==> config.mk <==
export PLATFORM = sky130hd
export DESIGN_NAME = terminal_line_editor
export DESIGN_NICKNAME = d
export VERILOG_FILES = /design/src/sv/tle_pkg.sv /design/src/sv/tle_dp.sv /design/src/sv/tle_ctrl.sv /design/src/sv/terminal_line_editor.sv
export SDC_FILE = /design/constraint.sdc
export NUM_CORES = 1
export LEC_CHECK = 0
export BUFFER_PORTS_ARGS = -buffer_cell sky130_fd_sc_hd__clkbuf_2
export CORE_MARGIN = 3
export CORE_UTILIZATION = 65
export DETAILED_ROUTE_END_ITERATION = 7
export PLACE_DENSITY_LB_ADDON = 0.25
export SLEW_MARGIN = 20
export SYNTH_ARGS = -nofsm -noshare
export SYNTH_HDL_FRONTEND = slang
export SYNTH_SLANG_ARGS = --single-unit
==> constraint.sdc <==
create_clock -name aclk -period 9.49 [get_ports aclk]
set_input_delay 0.4745 -clock aclk [delete_from_list [all_inputs] [get_ports aclk]]
set_output_delay 0.4745 -clock aclk [all_outputs]
set_load 0.005 [all_outputs]
==> src/sv/tle_pkg.sv <==
// ----------------------------------------------------------------------------
// tle_pkg
// shared types and constants of the terminal line editor
// ----------------------------------------------------------------------------
package tle_pkg;

    localparam int LEN_W = 5;

    localparam logic [2:0] MODE_NORMAL = 3'd0;
    localparam logic [2:0] MODE_ESC    = 3'd1;
    localparam logic [2:0] MODE_SEQ1   = 3'd2;
    localparam logic [2:0] MODE_SEQ2   = 3'd3;
    localparam logic [2:0] MODE_SEQ3   = 3'd4;
    localparam logic [2:0] MODE_SEQ4   = 3'd5;
    localparam logic [2:0] MODE_DEL    = 3'd6;

    localparam logic [1:0] KIND_ECHO = 2'd0;
    localparam logic [1:0] KIND_LINE = 2'd1;
    localparam logic [1:0] KIND_MARK = 2'd2;

    localparam logic [1:0] SRC_LIT   = 2'd0;
    localparam logic [1:0] SRC_STORE = 2'd1;
    localparam logic [1:0] SRC_PFX   = 2'd2;

    localparam logic [3:0] OP_NONE    = 4'd0;
    localparam logic [3:0] OP_LEFT    = 4'd1;
    localparam logic [3:0] OP_RIGHT   = 4'd2;
    localparam logic [3:0] OP_HOME    = 4'd3;
    localparam logic [3:0] OP_END     = 4'd4;
    localparam logic [3:0] OP_DELBACK = 4'd5;
    localparam logic [3:0] OP_DELFWD  = 4'd6;
    localparam logic [3:0] OP_INS     = 4'd7;
    localparam logic [3:0] OP_CLEAR   = 4'd8;

    localparam logic [3:0] ACT_NONE  = 4'd0;
    localparam logic [3:0] ACT_LEFT  = 4'd1;
    localparam logic [3:0] ACT_RIGHT = 4'd2;
    localparam logic [3:0] ACT_HOME  = 4'd3;
    localparam logic [3:0] ACT_END   = 4'd4;
    localparam logic [3:0] ACT_BKSP  = 4'd5;
    localparam logic [3:0] ACT_FDEL  = 4'd6;
    localparam logic [3:0] ACT_INS   = 4'd7;
    localparam logic [3:0] ACT_ENTER = 4'd8;
    localparam logic [3:0] ACT_CTRLC = 4'd9;

    localparam logic [7:0] CH_ETX   = 8'h03;
    localparam logic [7:0] CH_BS    = 8'h08;
    localparam logic [7:0] CH_LF    = 8'h0A;
    localparam logic [7:0] CH_CR    = 8'h0D;
    localparam logic [7:0] CH_ESC   = 8'h1B;
    localparam logic [7:0] CH_SP    = 8'h20;
    localparam logic [7:0] CH_TILDE = 8'h7E;
    localparam logic [7:0] CH_DEL   = 8'h7F;
    localparam logic [7:0] CH_LBRK  = 8'h5B;
    localparam logic [7:0] CH_CARET = 8'h5E;
    localparam logic [7:0] CH_0     = 8'h30;
    localparam logic [7:0] CH_1     = 8'h31;
    localparam logic [7:0] CH_2     = 8'h32;
    localparam logic [7:0] CH_3     = 8'h33;
    localparam logic [7:0] CH_4     = 8'h34;
    localparam logic [7:0] CH_7     = 8'h37;
    localparam logic [7:0] CH_8     = 8'h38;
    localparam logic [7:0] CH_UC    = 8'h43;
    localparam logic [7:0] CH_UD    = 8'h44;
    localparam logic [7:0] CH_UF    = 8'h46;
    localparam logic [7:0] CH_UH    = 8'h48;
    localparam logic [7:0] CH_UO    = 8'h4F;

    // fixed echo strings: ^C CR LF at 0..3, CR LF at 2..3, backspace at 4
    localparam logic [4:0] FIX_CTRLC_FIRST = 5'd0;
    localparam logic [4:0] FIX_CRLF_FIRST  = 5'd2;
    localparam logic [4:0] FIX_BS_FIRST    = 5'd4;
    localparam logic [4:0] FIX_CRLF_LAST   = 5'd3;
    localparam logic [4:0] FIX_BS_LAST     = 5'd4;

    function automatic logic [7:0] fix_char(input logic [4:0] idx);
        logic [7:0] ch;
        case (idx)
            5'd0:    ch = CH_CARET;
            5'd1:    ch = CH_UC;
            5'd2:    ch = CH_CR;
            5'd3:    ch = CH_LF;
            default: ch = CH_BS;
        endcase
        return ch;
    endfunction

    typedef struct packed {
        logic             load;
        logic             upd;
        logic [2:0]       mode;
        logic [3:0]       op;
        logic             gen;
        logic [1:0]       src;
        logic [7:0]       lit;
        logic [1:0]       kind;
        logic             flush;
        logic [LEN_W-1:0] idx;
    } cmd_t;

    typedef struct packed {
        logic [7:0]       c;
        logic [2:0]       mode;
        logic [7:0]       prev;
        logic [LEN_W-1:0] len;
        logic [LEN_W-1:0] cur;
        logic [3:0]       plen;
        logic             gen_ok;
        logic             pend_valid;
    } sts_t;

endpackage

==> src/sv/tle_dp.sv <==
// ----------------------------------------------------------------------------
// tle_dp
// line store, cursor, mode registers and output staging of the line editor
// ----------------------------------------------------------------------------
module tle_dp #(
    parameter int LINE_DEPTH = 16
) (
    input  logic          aclk,
    input  logic          aresetn,
    input  logic [7:0]    s_in_byte,
    input  tle_pkg::cmd_t cmd,
    input  logic [63:0]   prefix_text,
    input  logic [3:0]    prefix_length,
    input  logic          m_ready,
    output tle_pkg::sts_t sts,
    output logic          m_valid,
    output logic [7:0]    m_out_byte,
    output logic [1:0]    m_out_kind,
    output logic          m_last_of_run
);

    localparam int LW = tle_pkg::LEN_W;
    localparam int AW = (LINE_DEPTH > 1) ? $clog2(LINE_DEPTH) : 1;

    logic [7:0]    line_reg [LINE_DEPTH];
    logic [7:0]    line_next [LINE_DEPTH];
    logic [7:0]    byte_reg;
    logic [LW-1:0] len_reg, len_next;
    logic [LW-1:0] cur_reg, cur_next;
    logic [2:0]    mode_reg;
    logic [7:0]    prev_reg;
    logic [7:0]    pend_byte_reg;
    logic [1:0]    pend_kind_reg;
    logic          pend_valid_reg, pend_valid_next;
    logic          out_valid_reg, out_valid_next;
    logic [7:0]    out_byte_reg;
    logic [1:0]    out_kind_reg;
    logic          out_last_reg;
    logic          gen_ok;
    logic          push;
    logic [7:0]    gen_byte;

    assign gen_ok = !out_valid_reg || m_ready;
    assign push   = (cmd.gen || cmd.flush) && pend_valid_reg && gen_ok;

    always_comb begin
        case (cmd.src)
            tle_pkg::SRC_STORE: gen_byte = line_reg[cmd.idx[AW-1:0]];
            tle_pkg::SRC_PFX:   gen_byte = prefix_text[{cmd.idx[2:0], 3'b000} +: 8];
            default:            gen_byte = cmd.lit;
        endcase
    end

    // shift network: each entry looks only at its neighbors and the input byte
    always_comb begin
        for (int i = 0; i < LINE_DEPTH; i++) begin
            line_next[i] = line_reg[i];
            case (cmd.op)
                tle_pkg::OP_DELBACK: begin
                    if (LW'(i) + LW'(1) >= cur_reg && i < LINE_DEPTH - 1)
                        line_next[i] = line_reg[(i + 1) % LINE_DEPTH];
                end
                tle_pkg::OP_DELFWD: begin
                    if (LW'(i) >= cur_reg && i < LINE_DEPTH - 1)
                        line_next[i] = line_reg[(i + 1) % LINE_DEPTH];
                end
                tle_pkg::OP_INS: begin
                    if (LW'(i) == cur_reg)
                        line_next[i] = byte_reg;
                    else if (LW'(i) > cur_reg)
                        line_next[i] = line_reg[(i + LINE_DEPTH - 1) % LINE_DEPTH];
                end
                default: ;
            endcase
        end
    end

    always_comb begin
        len_next = len_reg;
        cur_next = cur_reg;
        unique case (cmd.op)
            tle_pkg::OP_LEFT:    cur_next = cur_reg - LW'(1);
            tle_pkg::OP_RIGHT:   cur_next = cur_reg + LW'(1);
            tle_pkg::OP_HOME:    cur_next = '0;
            tle_pkg::OP_END:     cur_next = len_reg;
            tle_pkg::OP_DELBACK: begin
                len_next = len_reg - LW'(1);
                cur_next = cur_reg - LW'(1);
            end
            tle_pkg::OP_DELFWD:  len_next = len_reg - LW'(1);
            tle_pkg::OP_INS: begin
                len_next = len_reg + LW'(1);
                cur_next = cur_reg + LW'(1);
            end
            tle_pkg::OP_CLEAR: begin
                len_next = '0;
                cur_next = '0;
            end
            default: ;
        endcase
    end

    always_comb begin
        pend_valid_next = pend_valid_reg;
        if (cmd.gen && gen_ok)
            pend_valid_next = 1'b1;
        else if (push)
            pend_valid_next = 1'b0;
        out_valid_next = out_valid_reg;
        if (push)
            out_valid_next = 1'b1;
        else if (m_ready)
            out_valid_next = 1'b0;
    end

    always_ff @(posedge aclk) begin
        for (int i = 0; i < LINE_DEPTH; i++)
            line_reg[i] <= line_next[i];
        if (cmd.load)
            byte_reg <= s_in_byte;
        if (cmd.gen && gen_ok) begin
            pend_byte_reg <= gen_byte;
            pend_kind_reg <= cmd.kind;
        end
        if (push) begin
            out_byte_reg <= pend_byte_reg;
            out_kind_reg <= pend_kind_reg;
            out_last_reg <= cmd.flush;
        end
    end

    always_ff @(posedge aclk) begin
        if (!aresetn) begin
            len_reg        <= '0;
            cur_reg        <= '0;
            mode_reg       <= tle_pkg::MODE_NORMAL;
            prev_reg       <= '0;
            pend_valid_reg <= 1'b0;
            out_valid_reg  <= 1'b0;
        end else begin
            len_reg        <= len_next;
            cur_reg        <= cur_next;
            pend_valid_reg <= pend_valid_next;
            out_valid_reg  <= out_valid_next;
            if (cmd.upd) begin
                mode_reg <= cmd.mode;
                prev_reg <= byte_reg;
            end
        end
    end

    assign sts.c          = byte_reg;
    assign sts.mode       = mode_reg;
    assign sts.prev       = prev_reg;
    assign sts.len        = len_reg;
    assign sts.cur        = cur_reg;
    assign sts.plen       = prefix_length;
    assign sts.gen_ok     = gen_ok;
    assign sts.pend_valid = pend_valid_reg;

    assign m_valid       = out_valid_reg;
    assign m_out_byte    = out_byte_reg;
    assign m_out_kind    = out_kind_reg;
    assign m_last_of_run = out_last_reg;

endmodule

==> src/sv/tle_ctrl.sv <==
// ----------------------------------------------------------------------------
// tle_ctrl
// escape parser, action decode and echo sequencer of the line editor
// ----------------------------------------------------------------------------
module tle_ctrl #(
    parameter int LINE_DEPTH = 16
) (
    input  logic          aclk,
    input  logic          aresetn,
    input  logic          s_valid,
    output logic          s_ready,
    input  tle_pkg::sts_t sts,
    output tle_pkg::cmd_t cmd
);

    localparam int LW = tle_pkg::LEN_W;

    localparam logic [3:0] S_IDLE  = 4'd0;
    localparam logic [3:0] S_DEC   = 4'd1;
    localparam logic [3:0] S_MOVE  = 4'd2;
    localparam logic [3:0] S_FIX   = 4'd3;
    localparam logic [3:0] S_STR   = 4'd4;
    localparam logic [3:0] S_SP    = 4'd5;
    localparam logic [3:0] S_BS    = 4'd6;
    localparam logic [3:0] S_MARK  = 4'd7;
    localparam logic [3:0] S_PFX   = 4'd8;
    localparam logic [3:0] S_FLUSH = 4'd9;

    logic [3:0]    state_reg, state_next;
    logic [LW-1:0] idx_reg, idx_next;
    logic [1:0]    sub_reg, sub_next;
    logic [3:0]    act_reg, act_next;
    logic [3:0]    act;
    logic [2:0]    nmode;
    logic          act_ok;
    logic          is_lf;
    logic [LW-1:0] bs_cnt;
    logic [LW-1:0] pfx_cnt;
    logic [LW-1:0] fix_last;

    assign is_lf   = sts.c == tle_pkg::CH_LF;
    assign bs_cnt  = (act_reg == tle_pkg::ACT_INS) ? sts.len - sts.cur
                                                   : sts.len - sts.cur + LW'(1);
    assign pfx_cnt = (sts.plen > 4'd8) ? LW'(8) : LW'(sts.plen);
    assign fix_last = (act_reg == tle_pkg::ACT_BKSP) ? tle_pkg::FIX_BS_LAST
                                                     : tle_pkg::FIX_CRLF_LAST;

    // escape parser and byte decode
    always_comb begin
        act   = tle_pkg::ACT_NONE;
        nmode = tle_pkg::MODE_NORMAL;
        unique case (sts.mode)
            tle_pkg::MODE_ESC: begin
                if (sts.c == tle_pkg::CH_LBRK || sts.c == tle_pkg::CH_UO)
                    nmode = tle_pkg::MODE_SEQ1;
            end
            tle_pkg::MODE_SEQ1: begin
                case (sts.c) inside
                    tle_pkg::CH_UC: act = tle_pkg::ACT_RIGHT;
                    tle_pkg::CH_UD: act = tle_pkg::ACT_LEFT;
                    tle_pkg::CH_UF: act = tle_pkg::ACT_END;
                    tle_pkg::CH_UH: act = tle_pkg::ACT_HOME;
                    tle_pkg::CH_3:  nmode = tle_pkg::MODE_DEL;
                    tle_pkg::CH_UO, tle_pkg::CH_1, tle_pkg::CH_2, tle_pkg::CH_4,
                    tle_pkg::CH_7, tle_pkg::CH_8: nmode = tle_pkg::MODE_SEQ2;
                    default: ;
                endcase
            end
            tle_pkg::MODE_SEQ2: begin
                if (sts.c == tle_pkg::CH_TILDE)
                    act = tle_pkg::ACT_HOME;
                else if (sts.c == tle_pkg::CH_0 && sts.prev == tle_pkg::CH_2)
                    nmode = tle_pkg::MODE_SEQ3;
            end
            tle_pkg::MODE_SEQ3: begin
                if (sts.c == tle_pkg::CH_0 || sts.c == tle_pkg::CH_1)
                    nmode = tle_pkg::MODE_SEQ4;
            end
            tle_pkg::MODE_SEQ4: ;
            tle_pkg::MODE_DEL: begin
                if (sts.c == tle_pkg::CH_TILDE)
                    act = tle_pkg::ACT_FDEL;
            end
            default: begin
                case (sts.c) inside
                    tle_pkg::CH_ESC:                 nmode = tle_pkg::MODE_ESC;
                    tle_pkg::CH_DEL, tle_pkg::CH_BS: act = tle_pkg::ACT_BKSP;
                    tle_pkg::CH_LF, tle_pkg::CH_CR:  act = tle_pkg::ACT_ENTER;
                    tle_pkg::CH_ETX:                 act = tle_pkg::ACT_CTRLC;
                    default:                         act = tle_pkg::ACT_INS;
                endcase
            end
        endcase
    end

    always_comb begin
        unique case (act)
            tle_pkg::ACT_LEFT, tle_pkg::ACT_HOME, tle_pkg::ACT_BKSP:
                act_ok = sts.cur != '0;
            tle_pkg::ACT_RIGHT, tle_pkg::ACT_END, tle_pkg::ACT_FDEL:
                act_ok = sts.cur < sts.len;
            tle_pkg::ACT_INS:
                act_ok = sts.c >= tle_pkg::CH_SP && sts.c <= tle_pkg::CH_TILDE
                         && sts.len < LW'(LINE_DEPTH - 1);
            tle_pkg::ACT_ENTER, tle_pkg::ACT_CTRLC:
                act_ok = 1'b1;
            default:
                act_ok = 1'b0;
        endcase
    end

    always_comb begin
        state_next = state_reg;
        idx_next   = idx_reg;
        sub_next   = sub_reg;
        act_next   = act_reg;
        cmd        = '0;
        cmd.lit    = tle_pkg::CH_BS;
        cmd.kind   = tle_pkg::KIND_ECHO;
        cmd.src    = tle_pkg::SRC_LIT;
        cmd.mode   = nmode;
        cmd.idx    = idx_reg;
        s_ready    = 1'b0;
        unique case (state_reg)
            S_IDLE: begin
                s_ready  = 1'b1;
                cmd.load = s_valid;
                if (s_valid)
                    state_next = S_DEC;
            end
            S_DEC: begin
                cmd.upd    = 1'b1;
                act_next   = act_ok ? act : tle_pkg::ACT_NONE;
                sub_next   = '0;
                state_next = S_FLUSH;
                if (act_ok) begin
                    unique case (act)
                        tle_pkg::ACT_LEFT: begin
                            cmd.op = tle_pkg::OP_LEFT;
                            idx_next = LW'(1);
                            state_next = S_MOVE;
                        end
                        tle_pkg::ACT_RIGHT: begin
                            cmd.op = tle_pkg::OP_RIGHT;
                            idx_next = LW'(1);
                            state_next = S_MOVE;
                        end
                        tle_pkg::ACT_HOME: begin
                            cmd.op = tle_pkg::OP_HOME;
                            idx_next = sts.cur;
                            state_next = S_MOVE;
                        end
                        tle_pkg::ACT_END: begin
                            cmd.op = tle_pkg::OP_END;
                            idx_next = sts.len - sts.cur;
                            state_next = S_MOVE;
                        end
                        tle_pkg::ACT_BKSP: begin
                            cmd.op = tle_pkg::OP_DELBACK;
                            idx_next = tle_pkg::FIX_BS_FIRST;
                            state_next = S_FIX;
                        end
                        tle_pkg::ACT_FDEL: begin
                            cmd.op = tle_pkg::OP_DELFWD;
                            idx_next = sts.cur;
                            state_next = S_STR;
                        end
                        tle_pkg::ACT_INS: begin
                            cmd.op = tle_pkg::OP_INS;
                            idx_next = sts.cur;
                            state_next = S_STR;
                        end
                        tle_pkg::ACT_ENTER: begin
                            if (sts.len != '0) begin
                                idx_next = tle_pkg::FIX_CRLF_FIRST;
                                state_next = S_FIX;
                            end else if (is_lf) begin
                                idx_next = '0;
                                state_next = S_PFX;
                            end
                        end
                        tle_pkg::ACT_CTRLC: begin
                            cmd.op = tle_pkg::OP_CLEAR;
                            idx_next = tle_pkg::FIX_CTRLC_FIRST;
                            state_next = S_FIX;
                        end
                        default: ;
                    endcase
                end
            end
            S_MOVE: begin
                cmd.gen = 1'b1;
                unique case (sub_reg)
                    2'd0:    cmd.lit = tle_pkg::CH_ESC;
                    2'd1:    cmd.lit = tle_pkg::CH_LBRK;
                    default: cmd.lit = (act_reg == tle_pkg::ACT_LEFT
                                        || act_reg == tle_pkg::ACT_HOME)
                                       ? tle_pkg::CH_UD : tle_pkg::CH_UC;
                endcase
                if (sts.gen_ok) begin
                    if (sub_reg == 2'd2) begin
                        sub_next = '0;
                        idx_next = idx_reg - LW'(1);
                        if (idx_reg == LW'(1))
                            state_next = S_FLUSH;
                    end else begin
                        sub_next = sub_reg + 2'd1;
                    end
                end
            end
            S_FIX: begin
                cmd.gen = 1'b1;
                cmd.lit = tle_pkg::fix_char(idx_reg);
                if (sts.gen_ok) begin
                    idx_next = idx_reg + LW'(1);
                    if (idx_reg == fix_last) begin
                        if (act_reg == tle_pkg::ACT_CTRLC) begin
                            idx_next = '0;
                            state_next = S_PFX;
                        end else if (act_reg == tle_pkg::ACT_ENTER) begin
                            idx_next = '0;
                            state_next = S_STR;
                        end else begin
                            idx_next = sts.cur;
                            state_next = S_STR;
                        end
                    end
                end
            end
            S_STR: begin
                if (idx_reg >= sts.len) begin
                    idx_next = '0;
                    if (act_reg == tle_pkg::ACT_ENTER)
                        state_next = S_MARK;
                    else if (act_reg == tle_pkg::ACT_INS)
                        state_next = S_BS;
                    else
                        state_next = S_SP;
                end else begin
                    cmd.gen  = 1'b1;
                    cmd.src  = tle_pkg::SRC_STORE;
                    cmd.kind = (act_reg == tle_pkg::ACT_ENTER) ? tle_pkg::KIND_LINE
                                                               : tle_pkg::KIND_ECHO;
                    if (sts.gen_ok)
                        idx_next = idx_reg + LW'(1);
                end
            end
            S_SP: begin
                cmd.gen = 1'b1;
                cmd.lit = tle_pkg::CH_SP;
                if (sts.gen_ok) begin
                    idx_next = '0;
                    state_next = S_BS;
                end
            end
            S_BS: begin
                if (idx_reg >= bs_cnt) begin
                    state_next = S_FLUSH;
                end else begin
                    cmd.gen = 1'b1;
                    cmd.lit = tle_pkg::CH_BS;
                    if (sts.gen_ok)
                        idx_next = idx_reg + LW'(1);
                end
            end
            S_MARK: begin
                cmd.gen  = 1'b1;
                cmd.lit  = 8'h00;
                cmd.kind = tle_pkg::KIND_MARK;
                if (sts.gen_ok) begin
                    cmd.op = tle_pkg::OP_CLEAR;
                    idx_next = '0;
                    state_next = is_lf ? S_PFX : S_FLUSH;
                end
            end
            S_PFX: begin
                if (idx_reg >= pfx_cnt) begin
                    state_next = S_FLUSH;
                end else begin
                    cmd.gen = 1'b1;
                    cmd.src = tle_pkg::SRC_PFX;
                    if (sts.gen_ok)
                        idx_next = idx_reg + LW'(1);
                end
            end
            S_FLUSH: begin
                cmd.flush = 1'b1;
                if (!sts.pend_valid || sts.gen_ok)
                    state_next = S_IDLE;
            end
            default: state_next = S_IDLE;
        endcase
    end

    always_ff @(posedge aclk) begin
        if (!aresetn) begin
            state_reg <= S_IDLE;
            idx_reg   <= '0;
            sub_reg   <= '0;
            act_reg   <= tle_pkg::ACT_NONE;
        end else begin
            state_reg <= state_next;
            idx_reg   <= idx_next;
            sub_reg   <= sub_next;
            act_reg   <= act_next;
        end
    end

endmodule

==> src/sv/terminal_line_editor.sv <==
// ----------------------------------------------------------------------------
// terminal_line_editor
// editable command line with cursor, escape parsing and echo redraw
// ----------------------------------------------------------------------------
//  port group  direction  contents
//  s_*         in         one terminal byte per transaction
//  m_*         out        echo, line character or end marker per transaction
//  p*          in/out     prompt text at 0x0, prompt length at 0x8
//
//  each input byte is taken only in the idle state, then decoded, echoed
//  by the sequencer and flushed before s_ready rises for the next byte
//  the echo sequencer emits one result per cycle into a one-entry stage
//  ahead of the output register; a stalled m_ready holds the sequencer
//  synchronous active-low reset clears the line, cursor, mode and prompt
// ----------------------------------------------------------------------------
module terminal_line_editor #(
    parameter int LINE_DEPTH = 16
) (
    input  logic        aclk,
    input  logic        aresetn,
    input  logic        s_valid,
    output logic        s_ready,
    input  logic [7:0]  s_in_byte,
    output logic        m_valid,
    input  logic        m_ready,
    output logic [7:0]  m_out_byte,
    output logic [1:0]  m_out_kind,
    output logic        m_last_of_run,
    input  logic        psel,
    input  logic        penable,
    input  logic        pwrite,
    input  logic [3:0]  paddr,
    input  logic [63:0] pwdata,
    output logic [63:0] prdata,
    output logic        pready
);

    tle_pkg::cmd_t cmd;
    tle_pkg::sts_t sts;
    logic [63:0]   prefix_text_reg;
    logic [3:0]    prefix_length_reg;
    logic          cfg_wr;

    assign pready = 1'b1;
    assign cfg_wr = psel && penable && pwrite;
    assign prdata = paddr[3] ? {60'b0, prefix_length_reg} : prefix_text_reg;

    always_ff @(posedge aclk) begin
        if (!aresetn) begin
            prefix_text_reg   <= '0;
            prefix_length_reg <= '0;
        end else if (cfg_wr) begin
            if (paddr[3])
                prefix_length_reg <= pwdata[3:0];
            else
                prefix_text_reg <= pwdata;
        end
    end

    tle_ctrl #(
        .LINE_DEPTH(LINE_DEPTH)
    ) u_ctrl (
        .aclk    (aclk),
        .aresetn (aresetn),
        .s_valid (s_valid),
        .s_ready (s_ready),
        .sts     (sts),
        .cmd     (cmd)
    );

    tle_dp #(
        .LINE_DEPTH(LINE_DEPTH)
    ) u_dp (
        .aclk          (aclk),
        .aresetn       (aresetn),
        .s_in_byte     (s_in_byte),
        .cmd           (cmd),
        .prefix_text   (prefix_text_reg),
        .prefix_length (prefix_length_reg),
        .m_ready       (m_ready),
        .sts           (sts),
        .m_valid       (m_valid),
        .m_out_byte    (m_out_byte),
        .m_out_kind    (m_out_kind),
        .m_last_of_run (m_last_of_run)
    );

    a_cursor_in_line: assert property (@(posedge aclk) disable iff (!aresetn)
        sts.cur <= sts.len)
        else $error("cursor beyond line end");

    a_line_bound: assert property (@(posedge aclk) disable iff (!aresetn)
        sts.len < tle_pkg::LEN_W'(LINE_DEPTH))
        else $error("line length overflow");

    a_idle_drained: assert property (@(posedge aclk) disable iff (!aresetn)
        s_ready |-> !sts.pend_valid)
        else $error("input taken with a result still staged");

endmodule
After elaboration in Yosys (flattened, before gate mapping):

Memories as Yosys holds them, arrays and structs flattened. A register that Yosys moved wholly into a read port is not among the register bits.
Index checks and enable logic that the tools add are counted.

* $mul: 0
* equality and inequality tests: 100
* reductions and logical operators: 52
* order comparisons: 40
* bitwise logic cells: 1
* add/subtract/negate cells: 9
* div/mod/pow operators: 0
* shifts and indexed selects: 1
* muxes and demuxes: 175

Operators by type and width (count)
* $mux 8: 63
* $pmux 8 s3: 15
* $mux 4: 29
* $mux 5: 15
* $eq 8x6->1 const B: 8
* $eq 8x7->1 const B: 8
* $mux 64: 1
* $shiftx 64x7->8: 1
* $eq 4x3->1 const B: 14
* $eq 4x5->1 const A: 8
* $ge 4x5->1 const A: 8
* $gt 4x5->1 const A: 8
* $pmux 4 s10: 1
* $mux 3: 13
* $pmux 5 s7: 1
* $pmux 4 s4: 2
* $pmux 4 s8: 1
* $pmux 8 s2: 2
* $pmux 8 s4: 1
* $pmux 5 s6: 1
* $eq 4x2->1 const B: 7
* $eq 4x4->1 const B: 7
* $pmux 7 s4: 1
* $ne 2x1->1 const B: 13
* 61 further kinds: 150

* output and inout port bits: 78
* register bits: 135
* word-level logic and storage cells: 397
* input bits: 83
* latch bits: 0
* memories: 1
* ROM bits: 0
* RAM bits: 128

Memory list
* u_dp.line_reg: depth 16, width 8, rd ports 17, clocked after memory_dff 1, write ports 16, line tle_dp.sv:25 `logic [7:0] line_reg [LINE_DEPTH];`

Depth between registers and ports, before layout:

Gate-level depths: netlist of the first run.

* depth in word-level cells: 14
* depth in mapped cells: 16
* gate-level depth less buffers: 15

Cells and area by module:

A second synthesis of the first run with hierarchy kept.

* cells, all modules: 1780
* area total of the unflattened synthesis: 17236.5 µm²

Modules (own cells, without submodules)
* tle_dp: instances 1, area each 10948.0 µm², cells each 969, seq. area each 5175.0 µm²
* terminal_line_editor: instances 1, area each 3225.6 µm², cells each 365, seq. area each 1361.3 µm²
* tle_ctrl: instances 1, area each 3062.9 µm², cells each 446, seq. area each 300.3 µm²

Worst setup path after synthesis of the first run:

OpenSTA, ideal clock, no wires.

* path type: reg2reg
* start: reg u_dp.cur_reg[4] (netlist name)
* end: mem u_dp.line_reg[1][0] (enable)
* required time: 9.071 ns
* cell stages (with the launch flop): 13
* slack: 5.251 ns
* path buffers: 3
* arrival: 3.820 ns
* library setup time: 0.419 ns
* period minus slack after synthesis: 4.239 ns
* path through: dfxtp_1 > clkbuf_1 > clkbuf_1 > inv_1 > ha_1 > or2_2 > a311oi_1 > nor4b_4 > a211o_1 > buf_4 > nand3_1 > nor3_1 > a2111oi_0

RTL lines (line)
* end: declaration: tle_dp.sv:25

==> results of run 1 <==
## cell families (layout without fill, tap and decap cells)
family / after synthesis / count (layout) / synth area share (%)
AND/OR/NAND/NOR: 632 / 632 / 18.5
AO/OA/AOI/OAI: 409 / 409 / 15.9
flip-flops: 267 / 267 / 41.6
multiplexers: 200 / 200 / 16.4
buffers and inverters: 163 / 252 / 4.23
adder cells (fa/ha/maj): 35 / 35 / 2.68
XOR/XNOR: 14 / 14 / 0.737
other: 1 / 1 / 0.0225
## critical path, stage by stage, from the launching register on
cell and delay, ns:
edfxtp_1 1.06, nor4b_2 0.57, and4b_1 0.49, a211oi_1 0.14, o21ai_1 0.15, a211o_1 0.43, nand3_1 0.65, a31oi_1 0.39
a21oi_1 0.07, nor2_1 0.72
## metal layers
layer	up-vias	wire, µm
met3	92	4880
li1	6392	-
met1	6648	18700
met2	775	21300
met5	-	0
met4	0	1290
## area by class of cell
class / count / share of cell area (%)
multi-input combinational: 1291 / 49.5
tap: 324 / 2.21
clock inverter: 11 / 0.484
clock buffer: 42 / 4.55
timing repair buffer: 178 / 5.17
sequential: 267 / 37.7
inverter: 21 / 0.429
## path summary, 6_finish.rpt
kind / from / to / slack, ns / depth (start not counted)
worst max-delay path: u_dp.byte_reg[6] / u_dp.line_reg[12][0] / 4.42 / 9
worst min-delay path: s_in_byte[5] / u_dp.byte_reg[5] / 0.10 / 1
worst max register to register: u_dp.byte_reg[6] / u_dp.line_reg[12][0] / 4.42 / 9
worst min register to register: u_dp.pend_byte_reg[3] / u_dp.m_out_byte[3] / 0.42 / 0
## stage by stage
| stage | hold WS [ns] | instance area (µm²) | std cells |
|---|---|---|---|
| floorplan | 0.400 | 16600 | 1721 |
| global placement | 0.403 | 17400 | 2081 |
| detailed placement | 0.405 | 17400 | 2081 |
| CTS | 0.0935 | 18300 | 2134 |
| global route | 0.0954 | 18400 | 2134 |
| finish | 0.105 | 18400 | 2134 |
## placed cells by master, fill, tap and decap left out, types with 9 or more instances in the layout
cell type / Yosys / routed
a21o_1: 10 / 10
mux4_2: 56 / 56
o21ai_1: 21 / 21
inv_1: 20 / 20
ha_1: 34 / 34
nor2b_1: 79 / 79
clkbuf_2: 1 / 156
nor3_1: 27 / 26
a22oi_1: 10 / 10
a21oi_1: 45 / 45
o22ai_1: 12 / 12
mux2i_1: 124 / 124
nand2b_1: 19 / 19
nor2_1: 67 / 66
clkbuf_16: 0 / 29
mux2_2: 20 / 20
and2_1: 15 / 15
o21ai_0: 138 / 138
nand2_1: 319 / 319
and3_1: 11 / 11
a31oi_1: 15 / 15
dfxtp_1: 110 / 109
o21a_1: 11 / 11
buf_4: 16 / 21
edfxtp_1: 157 / 157
a21boi_0: 79 / 79
nand3_1: 29 / 29
nand4_1: 9 / 9
## power groups by stage
stage	combinational, mW	clock (mW)	sequential [mW]
after floorplan	1.37	0	1.59
after global placement	1.64	0	1.71
after detailed placement	1.69	0	1.72
after CTS	1.70	1.11	1.70
after global routing	1.90	1.16	1.73
final	1.74	1.10	1.71
==> flow_summary.json, run 1 <==
{
  "outcome": "finished, final reports clean",
  "finalSetupViolCount": 0,
  "wire_per_inst_um": 21.6,
  "post-cts-setup-buffer-count": 0,
  "peakVddDrop_mv": 0.152,
  "yosysMostFrequentCell": "nand2_1",
  "detail_route.first_pass.iterations": 5,
  "drive_above_1_share_pct": 18.5,
  "cts.htree.levels": 1,
  "p_seq_share_pct": 37.6,
  "fillers": 1758,
  "numClockSinks": 267,
  "area_growth_pct": 10.3,
  "grtUsageTotal_pct": 32.2,
  "use_met3_pct": 8.31,
  "synth-async-reset-ratio_pct": 0,
  "cts_root_buf": "clkbuf_16",
  "hp-class": "primary input to flip-flop",
  "ys_seq_area_share_pct": 41.6,
  "largest_register_ffs": 128,
  "worstPathArrival_ns": 5.23,
  "synth_ff_type": "edfxtp_1",
  "timing.final.crit_share_pct": 53.4,
  "synth_enable_flop_cells": 157,
  "synth.area.top_cells": "edfxtp_1 28%, dfxtp_1 13%, mux4_2 7.6%",
  "grt_max_degree": 129,
  "grt_busiest_layer": "met2",
  "syn_inst": 1721,
  "synth_nets": 1839,
  "grt_use_met1_pct": 44.1,
  "drc": 0,
  "final_net_count": 1906,
  "synth.largest_area_cell": "edfxtp_1",
  "ant_nets": 0,
  "num_rows": 57,
  "die_w_um": 166,
  "setup-tns-final_ns": 0,
  "p_sw_share_pct": 38.5,
  "rsz0062_at_grt": "no",
  "drt-vias-per-instance": 6.52,
  "port_buffers": 156,
  "critPathLaunchType": "flip-flop",
  "antenna_found_initial": 0,
  "drtIter0Drc": 1848,
  "die_y_um": 166,
  "clock_skew_ns": 0.0177,
  "finalHoldViolCount": 0,
  "finalMaxSlewViolations": 0,
  "critPathRequiredTime_ns": 9.65,
  "crit_path_max_fanout": 24,
  "synth_common_cells": "319 x nand2_1, 157 x edfxtp_1, 138 x o21ai_0",
  "total_power_mw": 4.55,
  "dieArea_um2": 27600,
  "num_io_pins": 161,
  "critical_path_class": "flip-flop to flip-flop",
  "p_int_mw": 2.80,
  "finalWirelength_um": 46200,
  "combPwrFrac_pct": 38.3,
  "fp.coreArea_um2": 24700,
  "cts_buffers": 29,
  "cts_resized": 0,
  "period_minus_slack_ns": 5.07,
  "utilization_pct": 74.2,
  "diodes": 0,
  "p_per_area_nw_per_um2": 248,
  "layout.area.seq_um2": 6920,
  "overflow": 0,
  "p_switching_mw": 1.75,
  "syn_area_um2": 16600,
  "cts_tree": "built",
  "synth_top_area_share_pct": 28.3,
  "clock.fmax_ghz": 0.197,
  "met2_usage_pct": 51.0,
  "synth_area_per_cell_um2": 9.67,
  "yosys_warnings": 0,
  "finalWorstSetupSlack_ns": 4.42,
  "cts.clk_slew.worst_paths_ns": 0.06,
  "power_leakage_nw": 6.83,
  "drv_cap": 0,
  "place_ws_ns": 4.54,
  "vias": 13900,
  "clk_path_buf_depth": 3,
  "ys_types": 86,
  "clkLatencyLatePin_ns": 0.55,
  "gp_congestion": 0.933,
  "multi_input_area_um2": 9080,
  "tightest_slew_ns": 1.12,
  "ys_seq_elements": 267,
  "slew_headroom_pct": 25.4,
  "initial_core_util_pct": 67.2,
  "pwr-share-clk_pct": 24.2,
  "hpwl_um": 31700,
  "hold_buffers": 0,
  "crit_path_end_kind": "flip-flop",
  "grt_pass1_wl_um": 72600,
  "grt_pass1_vias": 13200
}
No activity file was read; power rests on OpenSTA's default activity.
==> run 2, diff against run 1 <==
Settings changed: CORE_UTILIZATION 65 to 55.
Clock period 9.49 ns to 4.6 ns, I/O delays scaled along.
==> run 2 against run 1 <==
Effect of this change:
- cell area grew 6.5%
- critical path depth grew 3
- global-route usage shrank 3.2 points
- first-iteration DRC count shrank 4.4%
- clock power grew 140%
- utilization shrank 8.4 points
- non-clock buffer count grew 98
- clock skew grew 0.012 ns
- die area grew 17%
- flip-flop and latch count is the same
- worst hold slack gained 0.036 ns
- fmax grew 28%
==> flow_summary.json, run 2 (synthesis gave the netlist of run 1 again) <==
{
  "outcome": "finished, final reports clean",
  "critical_path_class": "flip-flop to flip-flop",
  "finalSetupViolCount": 0,
  "cts.htree.levels": 1,
  "die_w_um": 180,
  "finalHoldViolCount": 0,
  "final_cells": 2301,
  "setup-tns-final_ns": 0,
  "crit_path_end_kind": "flip-flop",
  "critPathRequiredTime_ns": 4.80,
  "grt_pass1_wl_um": 77200,
  "vias": 14500,
  "post-cts-setup-buffer-count": 0,
  "timing.rr.end": "u_dp.m_out_byte[3]",
  "post-route-cell-area_um2": 19500,
  "gp_congestion": 0.945,
  "drv_cap": 0,
  "port_buffers": 156,
  "min_delay_path_depth": 3,
  "combPwrFrac_pct": 38.7,
  "worstPathArrival_ns": 4.18,
  "p_per_area_nw_per_um2": 504,
  "timing.rr.start": "u_dp.len_reg[1]",
  "slew_headroom_pct": 26.9,
  "peakVddDrop_mv": 0.333,
  "p_seq_share_pct": 34.8,
  "fp.coreArea_um2": 29700,
  "tightest_slew_ns": 1.09,
  "grt_max_degree": 159,
  "antenna_found_initial": 4,
  "cts.clk_slew.worst_paths_ns": 0.06,
  "p_int_mw": 6.19,
  "post_dp_cell_area_um2": 17700,
  "final_net_count": 2005,
  "hold_path_startpoint": "m_ready",
  "num_io_pins": 161,
  "clkLatencyLatePin_ns": 0.57,
  "initial_core_util_pct": 56.0,
  "wire_per_inst_um": 21.1,
  "clock.fmax_ghz": 0.252,
  "hpwl_um": 33500,
  "finalWirelength_um": 48600,
  "reg2reg_setup_slack_ns": 0.63,
  "hp-class": "primary input to flip-flop",
  "layout_common_cells": "319 x nand2_1, 157 x edfxtp_1, 156 x clkbuf_2",
  "dp.cells": 2173,
  "worstHoldEndpoint": "u_dp.m_valid",
  "num_rows": 63,
  "power_leakage_nw": 7.36,
  "drive_above_1_share_pct": 19.0,
  "p_sw_share_pct": 37.2,
  "period_minus_slack_ns": 3.97,
  "area_growth_pct": 17.4,
  "clock_skew_ns": 0.0294,
  "diodes": 0,
  "cts_root_buf": "clkbuf_16",
  "crit_path_max_fanout": 11,
  "final_common_cell": "nand2_1",
  "pwr-share-clk_pct": 26.6,
  "largest_register_ffs": 128,
  "die_y_um": 180,
  "p_switching_mw": 3.66,
  "detail_route.first_pass.iterations": 6,
  "dieArea_um2": 32400,
  "drt-vias-per-instance": 6.28,
  "clk_path_buf_depth": 3,
  "timing.final.crit_share_pct": 86.3,
  "rsz0062_at_grt": "no",
  "cts_tree": "built",
  "ant_nets": 0,
  "worst-r2r-cell-count": 12,
  "grtUsageTotal_pct": 29.0,
  "drc": 0,
  "cts_buffers": 30,
  "drtIter0Drc": 1766,
  "utilization_pct": 65.8,
  "finalMaxSlewViolations": 0,
  "critPathLaunchType": "flip-flop",
  "grt_pass1_vias": 14100,
  "numClockSinks": 267,
  "overflow": 0
}
==> run 2: layer usage <==
layer  part of all wire [%]  vias to the layer above  global-route usage [%]
met2                     46                      754                    46.8
li1                       -                     6600                       -
met5                   0.13                        -                       0
met1                     41                     6972                    39.1
met4                    3.1                        8                    8.66
met3                    9.5                      127                    6.86
==> run 2: worst max path at each step <==
stage / cells after the start / to / startpoint
2_1_floorplan: 12 / u_dp.line_reg[1][0] / u_dp.cur_reg[4]
3_3_place_gp: 15 / u_dp.m_out_byte[7] / u_dp.len_reg[0]
3_5_place_dp: 15 / u_dp.m_out_byte[3] / u_dp.len_reg[0]
4_1_cts: 15 / u_dp.m_out_byte[4] / u_dp.len_reg[0]
5_1_grt: 15 / u_dp.m_out_byte[7] / u_dp.len_reg[0]
6_report: 12 / u_dp.m_out_byte[3] / u_dp.len_reg[1]
==> run 2: cell type report <==
type	count	area [µm²]
well taps	390	488
repair buffers	276	1870
flip-flops and latches	267	6920
inverters	21	78.8
fillers	2280	10200
clock buffers	47	970
multi-input cells	1291	9070
clock inverters	9	141
==> run 2: critical path, cell delays in order, from the launching register on <==
cell     delay, ns
dfxtp_1       0.56
fa_1          0.54
ha_1          0.30
mux2i_1       0.14
ha_1          0.26
a21o_1        0.16
a21o_1        0.19
a21oi_1       0.15
nor2b_1       0.06
o41ai_1       0.42
or3_1         0.22
o21a_1        0.15
and2_1        0.46
==> run 2: per-stage QoR <==
step	power [mW]	hold slack [ns]	worst slack [ns]
after global placement	7.01	0.403	0.790
final	9.86	0.140	0.628
after global routing	10.4	0.141	0.499
after CTS	9.80	0.112	0.672
after detailed placement	7.12	0.406	0.722
after floorplan	6.09	0.329	0.361
==> run 2: timing repair <==
action / 4_1_cts / 5_1_grt
gates resized for setup: 0 / 0
hold endpoints to repair: 76 / 0
hold buffers: 72 / 0
endpoints found under the setup margin: 0 / 0
==> run 2: power by group through the flow <==
stage               combinational [mW]  sequential, mW  clock (mW)
global route                      4.15            3.47        2.74
finish                            3.81            3.43        2.62
CTS                               3.74            3.41        2.65
detailed placement                3.66            3.46           0
floorplan                         2.82            3.27           0
global placement                  3.56            3.45           0
==> run 3, diff against run 2 <==
Settings changed: RECOVER_POWER set to 25.
==> run 3 against run 2 <==
Effect of this change:
- the run now ends with max-capacitance violations, max-slew violations left
- combinational power is essentially flat
- via count fell by 0.28%
- wire length barely moved
- first-iteration DRC count rose by 0.17%
- sequential share of layout area grew 0.13 points
- cell count is the same
- critical path type unchanged
==> flow_summary.json, run 3 (synthesis gave the netlist of run 1 again) <==
{
  "outcome": "finished with violations",
  "violations": "max-capacitance violations, max-slew violations",
  "finalSetupViolCount": 0,
  "cts_root_buf": "clkbuf_16",
  "worstPathArrival_ns": 4.16,
  "area_growth_pct": 17.0,
  "critPathTopFamily": "adder cells",
  "hp-class": "primary input to flip-flop",
  "wire_per_inst_um": 21.1,
  "clk_path_buf_depth": 3,
  "p_sw_share_pct": 37.1,
  "crit_top_cell": "ha_1",
  "fillers": 2326,
  "reg2reg_setup_slack_ns": 0.64,
  "post-cts-setup-buffer-count": 0,
  "slew_headroom_pct": -95.6,
  "place_ws_ns": 0.722,
  "initial_core_util_pct": 56.0,
  "tightest_slew_ns": 2.93,
  "numClockSinks": 267,
  "p_seq_share_pct": 34.8,
  "timing.final.crit_share_pct": 86.0,
  "finalMaxSlewViolations": 112,
  "crit_path_max_fanout": 11,
  "max_stage_delay_ns": 0.47,
  "final_net_count": 2005,
  "drc": 0,
  "fp.coreArea_um2": 29700,
  "critPathLaunchType": "flip-flop",
  "grtUsageTotal_pct": 29.0,
  "cts_tree": "built",
  "vias": 14400,
  "setup-tns-final_ns": 0,
  "ant_nets": 0,
  "utilization_pct": 65.5,
  "crit_path_end_kind": "flip-flop",
  "die_w_um": 180,
  "finalWirelength_um": 48600,
  "dieArea_um2": 32400,
  "post-route-cell-area_um2": 19500,
  "overflow": 0,
  "finalHoldViolCount": 0,
  "die_y_um": 180,
  "p_per_area_nw_per_um2": 506,
  "clkLatencyLatePin_ns": 0.57,
  "rsz0062_at_grt": "no",
  "clock_skew_ns": 0.0269,
  "cts.htree.levels": 1,
  "p_int_mw": 6.19,
  "timing.rr.end": "u_dp.m_out_byte[7]",
  "path_buf_inv": 2,
  "post_dp_cell_area_um2": 17700,
  "p_switching_mw": 3.65,
  "critPathLaunch": "u_dp.len_reg[0]",
  "drtIter0Drc": 1769,
  "period_minus_slack_ns": 3.96,
  "drt-vias-per-instance": 6.27,
  "critical_path.cell_chain": "inv_1 > ha_1 > inv_1 > fa_1 > ha_1 > mux2i_1 > ha_1 > a21o_1 > a21o_1 > a21oi_1 > nor2b_1 > o41ai_1 > or3_1 > o21a_1 > and2_1",
  "pwr-share-clk_pct": 26.6,
  "port_buffers": 156,
  "grt_pass1_vias": 14100,
  "final_common_cell": "nand2_1",
  "cts.clk_slew.worst_paths_ns": 0.06,
  "layout_common_cells": "319 x nand2_1, 157 x edfxtp_1, 138 x o21ai_0",
  "hpwl_um": 33500,
  "finalWorstSetupSlack_ns": 0.645,
  "drv_cap": 2,
  "grt_pass1_wl_um": 77200,
  "worst-r2r-cell-count": 15,
  "num_rows": 63,
  "grt_max_degree": 159,
  "combPwrFrac_pct": 38.6,
  "crit_cells": 15,
  "peakVddDrop_mv": 0.332,
  "largest_register_ffs": 128,
  "total_power_mw": 9.85,
  "cts_buffers": 30,
  "drive_above_1_share_pct": 16.4,
  "gp_congestion": 0.945,
  "detail_route.first_pass.iterations": 6,
  "critPathCapture": "u_dp.m_out_byte[7]",
  "slowest_stage": "fa_1",
  "diodes": 0,
  "critical_path_class": "flip-flop to flip-flop",
  "num_io_pins": 161,
  "critPathRequiredTime_ns": 4.81,
  "antenna_found_initial": 4,
  "clock.fmax_ghz": 0.253,
  "timing.rr.start": "u_dp.len_reg[0]",
  "power_leakage_nw": 7.19
}
[run 3: changes by cell type in the layout (fill, tap and decap cells not counted)]
cell,previous run,this run
clkbuf_1,6,56
nor2_2,0,1
clkbuf_2,156,107
buf_4,47,46
nor2_4,1,0
[run 3: worst register-to-register path, delay by kind of cell (launching register included)]
kind,cells,cell delay [ns]
adder cells (fa/ha/maj),4,1.20
multiplexers,1,0.14
AND/OR/NAND/NOR,3,0.71
flip-flops,1,0.33
AO/OA/AOI/OAI,5,1.09
buffers and inverters,2,0.13
[run 3: layer usage]
| layer | share of wire, % | vias to the layer above | GRT usage (%) |
|---|---|---|---|
| met5 | 0.13 | - | 0 |
| met2 | 47 | 746 | 46.8 |
| met4 | 3.0 | 8 | 8.66 |
| li1 | - | 6591 | - |
| met1 | 41 | 6953 | 39.1 |
| met3 | 9.6 | 122 | 6.86 |
[run 3: how the worst min path moves through the flow]
stage                         endpoint             startpoint  cells after the start
detailed placement  u_dp.m_out_kind[0]  u_dp.pend_kind_reg[0]                      0
global route              u_dp.m_valid                m_ready                      3
global placement    u_dp.m_out_byte[5]  u_dp.pend_byte_reg[5]                      0
CTS                       u_dp.m_valid                m_ready                      3
finish                    u_dp.m_valid                m_ready                      3
floorplan             u_dp.byte_reg[0]           s_in_byte[0]                      0
[run 3: area by class of cell]
class | count | area, µm² | area share [%]
timing repair buffer | 276 | 1810 | 9.29
clock buffer | 47 | 970 | 4.98
tap | 390 | 488 | 2.51
clock inverter | 9 | 141 | 0.726
multi-input combinational | 1291 | 9070 | 46.6
inverter | 21 | 78.8 | 0.405
sequential | 267 | 6920 | 35.5
[run 3: repair_timing]
action	4_1_cts	5_1_grt
hold endpoints to repair	76	0
hold buffers	72	0
resized for setup	0	0
[run 3: per-stage QoR]
step           hold WS [ns]  std cells
2_1_floorplan         0.329       1721
3_3_place_gp          0.403       2173
3_5_place_dp          0.406       2173
4_1_cts               0.112       2301
5_1_grt               0.141       2301
6_report              0.147       2301
[run 3: power groups by stage]
stage / clock (mW) / combinational [mW] / sequential [mW]
floorplan: 0 / 2.82 / 3.27
global placement: 0 / 3.56 / 3.45
detailed placement: 0 / 3.66 / 3.46
CTS: 2.65 / 3.74 / 3.41
global route: 2.74 / 4.15 / 3.47
finish: 2.62 / 3.80 / 3.43
